### config.mk
export PLATFORM = sky130hd
export DESIGN_NAME = vln_ctrl
export DESIGN_NICKNAME = d
export VERILOG_FILES = /design/src/hw/rtl/vln_pkg.sv /design/src/hw/rtl/vln_ctrl.sv
export SDC_FILE = /design/constraint.sdc
export NUM_CORES = 1
export LEC_CHECK = 0
export ABC_AREA = 1
export BUFFER_PORTS_ARGS = -buffer_cell sky130_fd_sc_hd__buf_2
export CORE_MARGIN = 5
export CORE_UTILIZATION = 30
export DETAILED_ROUTE_END_ITERATION = 8
export PLACE_DENSITY_LB_ADDON = 0.15
export SYNTH_ARGS = -nofsm -noshare
export SYNTH_HDL_FRONTEND = slang
export SYNTH_SLANG_ARGS = --single-unit
### constraint.sdc
create_clock -name clk -period 1.3 [get_ports clk]
set_clock_uncertainty 0.05 [all_clocks]
set_input_delay 0.13 -clock clk [delete_from_list [all_inputs] [get_ports clk]]
set_output_delay 0.13 -clock clk [all_outputs]
set_load 0.005 [all_outputs]
### src/hw/rtl/vln_pkg.sv
`timescale 1ns / 1ps
// Shared constants, command and status types, and the seed table for the vector normalizer.
package vln_pkg;

  localparam int MAX_LENGTH = 1024;
  localparam int ELEM_W     = 16;
  localparam int INDEX_W    = 10;
  localparam int COUNT_W    = $clog2(MAX_LENGTH + 1);
  localparam int ADDR_W     = $clog2(MAX_LENGTH);
  localparam int SUM_W      = 40;
  localparam int SHIFT_W    = 5;
  localparam int OP_W       = 5;

  localparam logic [1:0] ACT_CLEAR = 2'd0;
  localparam logic [1:0] ACT_PUSH  = 2'd1;
  localparam logic [1:0] ACT_READ  = 2'd2;

  localparam logic [OP_W-1:0] OP_NOP       = 5'd0;
  localparam logic [OP_W-1:0] OP_CLEAR     = 5'd1;
  localparam logic [OP_W-1:0] OP_STORE     = 5'd2;
  localparam logic [OP_W-1:0] OP_ACCUM     = 5'd3;
  localparam logic [OP_W-1:0] OP_OVERFLOW  = 5'd4;
  localparam logic [OP_W-1:0] OP_INV_ZERO  = 5'd5;
  localparam logic [OP_W-1:0] OP_NORM_LOAD = 5'd6;
  localparam logic [OP_W-1:0] OP_NORM_STEP = 5'd7;
  localparam logic [OP_W-1:0] OP_SEED      = 5'd8;
  localparam logic [OP_W-1:0] OP_MUL_YY    = 5'd9;
  localparam logic [OP_W-1:0] OP_MUL_MY    = 5'd10;
  localparam logic [OP_W-1:0] OP_HALF      = 5'd11;
  localparam logic [OP_W-1:0] OP_MUL_YH    = 5'd12;
  localparam logic [OP_W-1:0] OP_Y_UPDATE  = 5'd13;
  localparam logic [OP_W-1:0] OP_Y_FINAL   = 5'd14;
  localparam logic [OP_W-1:0] OP_READ_MUL  = 5'd15;
  localparam logic [OP_W-1:0] OP_ROUND     = 5'd16;
  localparam logic [OP_W-1:0] OP_EMIT      = 5'd17;

  typedef struct packed {
    logic            load;
    logic [OP_W-1:0] op;
  } cmd_t;

  typedef struct packed {
    logic [1:0] action;
    logic       sum_zero;
    logic       count_full;
    logic       inv_valid;
    logic       norm_done;
  } status_t;

  // Q0.16 inverse root at the midpoint of each eighth-wide mantissa interval.
  function automatic logic [15:0] rsqrt_seed(input logic [4:0] idx);
    logic [15:0] seed;
    seed = 16'd0;
    case (idx)
      5'd9:  seed = 16'd60140;
      5'd10: seed = 16'd57205;
      5'd11: seed = 16'd54661;
      5'd12: seed = 16'd52429;
      5'd13: seed = 16'd50449;
      5'd14: seed = 16'd48679;
      5'd15: seed = 16'd47082;
      5'd16: seed = 16'd45634;
      5'd17: seed = 16'd44310;
      5'd18: seed = 16'd43096;
      5'd19: seed = 16'd41977;
      5'd20: seed = 16'd40940;
      5'd21: seed = 16'd39977;
      5'd22: seed = 16'd39078;
      5'd23: seed = 16'd38238;
      5'd24: seed = 16'd37449;
      5'd25: seed = 16'd36708;
      5'd26: seed = 16'd36008;
      5'd27: seed = 16'd35348;
      5'd28: seed = 16'd34722;
      5'd29: seed = 16'd34128;
      5'd30: seed = 16'd33564;
      5'd31: seed = 16'd33027;
      default: seed = 16'd63579;
    endcase
    return seed;
  endfunction

endpackage

### src/hw/rtl/vln_ctrl.sv
`timescale 1ns / 1ps
// Controller state machine that sequences clear, push, inverse-root and read operations.
module vln_ctrl
  import vln_pkg::*;
(
  input  logic    clk,
  input  logic    rst,
  input  logic    start,
  input  status_t status,
  output cmd_t    cmd,
  output logic    busy,
  output logic    done
);

  localparam logic [3:0] S_IDLE       = 4'd0;
  localparam logic [3:0] S_DISPATCH   = 4'd1;
  localparam logic [3:0] S_ACCUM      = 4'd2;
  localparam logic [3:0] S_NORM       = 4'd3;
  localparam logic [3:0] S_NEWTON_YY  = 4'd4;
  localparam logic [3:0] S_NEWTON_MY  = 4'd5;
  localparam logic [3:0] S_NEWTON_H   = 4'd6;
  localparam logic [3:0] S_NEWTON_YH  = 4'd7;
  localparam logic [3:0] S_NEWTON_UPD = 4'd8;
  localparam logic [3:0] S_READ_MUL   = 4'd9;
  localparam logic [3:0] S_READ_ROUND = 4'd10;
  localparam logic [3:0] S_READ_EMIT  = 4'd11;

  logic [3:0] state;
  logic [3:0] state_next;
  logic       pass;
  logic       pass_next;

  always_comb begin
    state_next = state;
    pass_next  = pass;
    cmd.load   = 1'b0;
    cmd.op     = OP_NOP;
    unique case (state)
      S_IDLE: begin
        if (start) begin
          cmd.load   = 1'b1;
          state_next = S_DISPATCH;
        end
      end
      S_DISPATCH: begin
        pass_next = 1'b0;
        unique case (status.action)
          ACT_CLEAR: begin
            cmd.op     = OP_CLEAR;
            state_next = S_IDLE;
          end
          ACT_PUSH: begin
            if (status.count_full) begin
              cmd.op     = OP_OVERFLOW;
              state_next = S_IDLE;
            end else begin
              cmd.op     = OP_STORE;
              state_next = S_ACCUM;
            end
          end
          ACT_READ: begin
            if (status.inv_valid) begin
              state_next = S_READ_MUL;
            end else if (status.sum_zero) begin
              cmd.op     = OP_INV_ZERO;
              state_next = S_READ_MUL;
            end else begin
              cmd.op     = OP_NORM_LOAD;
              state_next = S_NORM;
            end
          end
          default: state_next = S_IDLE;
        endcase
      end
      S_ACCUM: begin
        cmd.op     = OP_ACCUM;
        state_next = S_IDLE;
      end
      S_NORM: begin
        if (status.norm_done) begin
          cmd.op     = OP_SEED;
          state_next = S_NEWTON_YY;
        end else begin
          cmd.op = OP_NORM_STEP;
        end
      end
      S_NEWTON_YY: begin
        cmd.op     = OP_MUL_YY;
        state_next = S_NEWTON_MY;
      end
      S_NEWTON_MY: begin
        cmd.op     = OP_MUL_MY;
        state_next = S_NEWTON_H;
      end
      S_NEWTON_H: begin
        cmd.op     = OP_HALF;
        state_next = S_NEWTON_YH;
      end
      S_NEWTON_YH: begin
        cmd.op     = OP_MUL_YH;
        state_next = S_NEWTON_UPD;
      end
      S_NEWTON_UPD: begin
        // The second pass closes the inverse root and moves on to the read.
        pass_next = !pass;
        if (pass) begin
          cmd.op     = OP_Y_FINAL;
          state_next = S_READ_MUL;
        end else begin
          cmd.op     = OP_Y_UPDATE;
          state_next = S_NEWTON_YY;
        end
      end
      S_READ_MUL: begin
        cmd.op     = OP_READ_MUL;
        state_next = S_READ_ROUND;
      end
      S_READ_ROUND: begin
        cmd.op     = OP_ROUND;
        state_next = S_READ_EMIT;
      end
      S_READ_EMIT: begin
        cmd.op     = OP_EMIT;
        state_next = S_IDLE;
      end
      default: state_next = S_IDLE;
    endcase
  end

  always_ff @(posedge clk) begin
    if (rst) begin
      state <= S_IDLE;
      pass  <= 1'b0;
      done  <= 1'b0;
    end else begin
      state <= state_next;
      pass  <= pass_next;
      done  <= (state == S_READ_EMIT);
    end
  end

  assign busy = (state != S_IDLE);

endmodule

==> results.py <==
metrics = {
    "status": {
        "status": "finished with violations",
        "violations": "setup timing",
    },
    "run": {
        "cap_violations": 0,
    },
    "critical_path": {
        "path_cells": "inv_2 > nor2_4 > nand2_4 > nor2_4 > nor2_1 > nand3_1 > buf_2",
        "crit_family": "simple AND/OR/NAND/NOR gates",
        "cp_slowest_stage_delay_ns": 0.33,
        "path_common_cell": "nor2_4",
        "path_buf_inv": 2,
        "end_kind": "primary output",
        "worst_path_max_delay_cell": "dfxtp_2",
        "crit_path_start_kind": "flip-flop",
        "worstSetupPathType": "flip-flop to primary output",
        "required_ns": 1.12,
        "crit_arrival_ns": 1.23,
        "cp_max_fo": 4,
    },
    "floorplan": {
        "coreArea_sq_mm": 0.001942,
        "die_h_um": 54.70,
        "num_rows": 16,
        "ios": 17,
        "die_area_sq_mm": 0.002992,
        "die_w_um": 54.70,
        "initial_utilization_pct": 30.86,
    },
    "power_and_ir_drop": {
        "pwr-share-clk_pct": 27.2,
        "switching_share_pct": 34.99,
        "p_per_area_mw_per_mm2": 752.2,
        "leakage_uw": 0.0004366,
        "power_switching_uw": 214.4,
        "p_int_uw": 398.3,
        "vdd_ir_drop_max_uv": 475.9,
        "p_comb_share_pct": 38.1,
        "p_seq_share_pct": 34.8,
    },
    "sta": {
        "rsz0062_at_grt": "yes",
        "relSlewSlack_pct": 84.10,
        "post-route-period-util_pct": 108.1,
        "setup_viol": 6,
        "worst_pin_slew_ns": 0.2360,
        "finalMaxSlewViolations": 0,
        "fin_worst_hold_slack_ns": 0.08425,
        "fin_crit_ns": 1.406,
        "timing.final.ws_setup_ns": -0.1058,
        "hold_violations": 0,
        "timing.fmax_mhz": 711.3,
    },
    "clock_network": {
        "clockBufferDepth": 2,
        "cts-hold-fix-buffers": 0,
        "clkTransAtPathRegs_ns": 0.04,
        "cts_inserted_buffers": 3,
        "clkSinkCount": 6,
        "clock_latency_ns": 0.24,
        "cts_tree": "yes",
        "ctsHtreeMaxLevel": 1,
        "root_buffer": "clkbuf_4",
    },
    "grt": {
        "grt_max_degree": 6,
        "grt_pass1_vias": 626,
        "overflow": 0,
        "antenna_found_initial": 0,
        "grt_first_pass_wirelength_um": 2380,
        "grt_util_all_layers_pct": 11.00,
    },
    "placement": {
        "place_ws_ns": 0.07367,
        "dp.cells": 140,
        "gp_congestion": 0.8727,
        "port_buffers": 16,
        "place.detailed.hpwl_um": 1288,
        "dpl_cell_area_sq_um": 728.2,
    },
    "synthesis": {
        "synthesis.area_sq_um": 599.3,
        "synth_area_leaders": "dfxtp_1 (20%), nand3_1 (12%), nand2_1 (11%)",
        "yosys.area.top_type": "dfxtp_1",
        "synth_cell_types": 22,
        "ys_seq_area_share_pct": 20.04,
        "syn_inst": 95,
        "synth.avg_cell_area_sq_um": 6.309,
        "synth.net_count": 109,
        "synth.ff_latch_count": 6,
        "yosysTopAreaCellShare_pct": 20.04,
        "synth_warnings": 0,
    },
    "routing": {
        "drc": 0,
        "vias": 671,
        "vias_per_cell": 4.596,
        "dr.pass1.iters": 4,
        "wl_um": 1530,
        "wire_per_inst_um": 10.48,
        "drtAntennaViolNets": 0,
        "drtIter0Drc": 9,
    },
    "finish": {
        "final.fill_count": 223,
        "insertedDiodeCount": 0,
        "fin_area_sq_um": 814.5,
        "area_delta_synth_final_pct": 35.91,
        "drive_above_1_share_pct": 42.02,
        "finalNonFillerCells": 146,
        "nets": 135,
    },
    "min_path": {
        "min_path_type": "primary input to flip-flop",
    },
}
logic make-up after synthesis:
logic type / count (synthesis) / share of synthesized area, %
buffers and inverters: 21 / 13.15
AO/OA/AOI/OAI: 12 / 12.32
adder cells (fa/ha/maj): 5 / 10.44
AND/OR/NAND/NOR: 51 / 44.05
flip-flops: 6 / 20.04
cell usage after synthesis:
library cell  instances
nor3_2                2
dfxtp_1               6
nand2_1              17
a31o_2                1
o211ai_1              2
o21bai_1              1
nand2_2               3
inv_2                 5
o21ai_1               1
nand3_2               1
nor2_1                6
nor2_4                2
nand4_1               1
nor3_1                1
o21ai_0               3
inv_1                15
nand3_1              14
ha_1                  5
nor2_2                4
o21a_1                1
a21oi_1               3
clkinv_1              1
layer usage:
metal,track usage [%],wire [um],part of all wire [%]
met1,13.27,720,47
met2,18.31,730,48
met3,1.635,61,4.0
met4,6.224,18,1.2
met5,0,0,0
worst register-to-register path: cells and delay by family, from the launching register on:
kind                   cells  cell delay [ns]
DFF                        1             0.32
and+or+nand+nor            6             0.56
buffers and inverters      2             0.23
cells in the final DEF (no fill, tap or decap), types with 2 or more instances in the layout:
| master | n |
|---|---|
| ha_1 | 5 |
| inv_2 | 6 |
| dfxtp_4 | 2 |
| nor2_1 | 4 |
| buf_4 | 4 |
| a21oi_1 | 3 |
| nand3_1 | 14 |
| inv_1 | 14 |
| dfxtp_1 | 2 |
| o211ai_1 | 2 |
| clkbuf_4 | 3 |
| nor2_4 | 5 |
| buf_2 | 16 |
| nand2_1 | 16 |
| dfxtp_2 | 2 |
| nor3_2 | 2 |
| o21ai_0 | 3 |
| nand2_2 | 3 |
| nor2_2 | 3 |
metrics by stage:
| step | total power [uW] | setup TNS (ns) | utilization (%) |
|---|---|---|---|
| 2_1_floorplan | 335.4 | 0 | - |
| 3_5_place_dp | 415.1 | 0 | 37.50 |
| 4_1_cts | 616.3 | -0.4814 | 41.04 |
| 3_3_place_gp | 412.8 | 0 | 37.50 |
| 5_1_grt | 661.0 | -0.9316 | 41.95 |
| 6_report | 612.7 | -0.3693 | 41.95 |
power by group through the flow:
stage               sequential [uW]  clock (uW)  combinational (uW)
finish                          213         166                 233
CTS                             211         173                 233
floorplan                       207           0                 128
global placement                210           0                 203
global route                    215         188                 259
detailed placement              210           0                 205
cell type report:
class,count,area (sq um),area share [%]
well taps,27,33.78,4.147
multi-input cells,68,427.9,52.53
inverters,21,78.83,9.677
repair buffers,21,121.4,14.90
clock buffers,3,22.52,2.765
flip-flops and latches,6,130.1,15.98
timing repair:
item	CTS	global route
hold endpoints to repair	0	0
setup endpoints to repair	7	8
pin swaps	3	2
setup buffers	2	1
gates resized for setup	11	4
flip-flops by register name, indices dropped and copies added, names as in the netlist:
register / cells
done: 1
pass: 1
state: 4
worst paths after layout:
| check | from | endpoint | slack, ns | cells past startpoint |
|---|---|---|---|---|
| min | rst | state[2]$_SDFFE_PP0P_ | 0.08 | 2 |
| max reg2reg | state[3]$_SDFFE_PP0P_ | state[0]$_SDFFE_PP0P_ | 0.09 | 8 |
| max | state[3]$_SDFFE_PP0P_ | cmd[0] | -0.11 | 7 |
| min reg2reg | state[0]$_SDFFE_PP0P_ | state[0]$_SDFFE_PP0P_ | 0.48 | 2 |
Power figures use the tool's default switching activity.
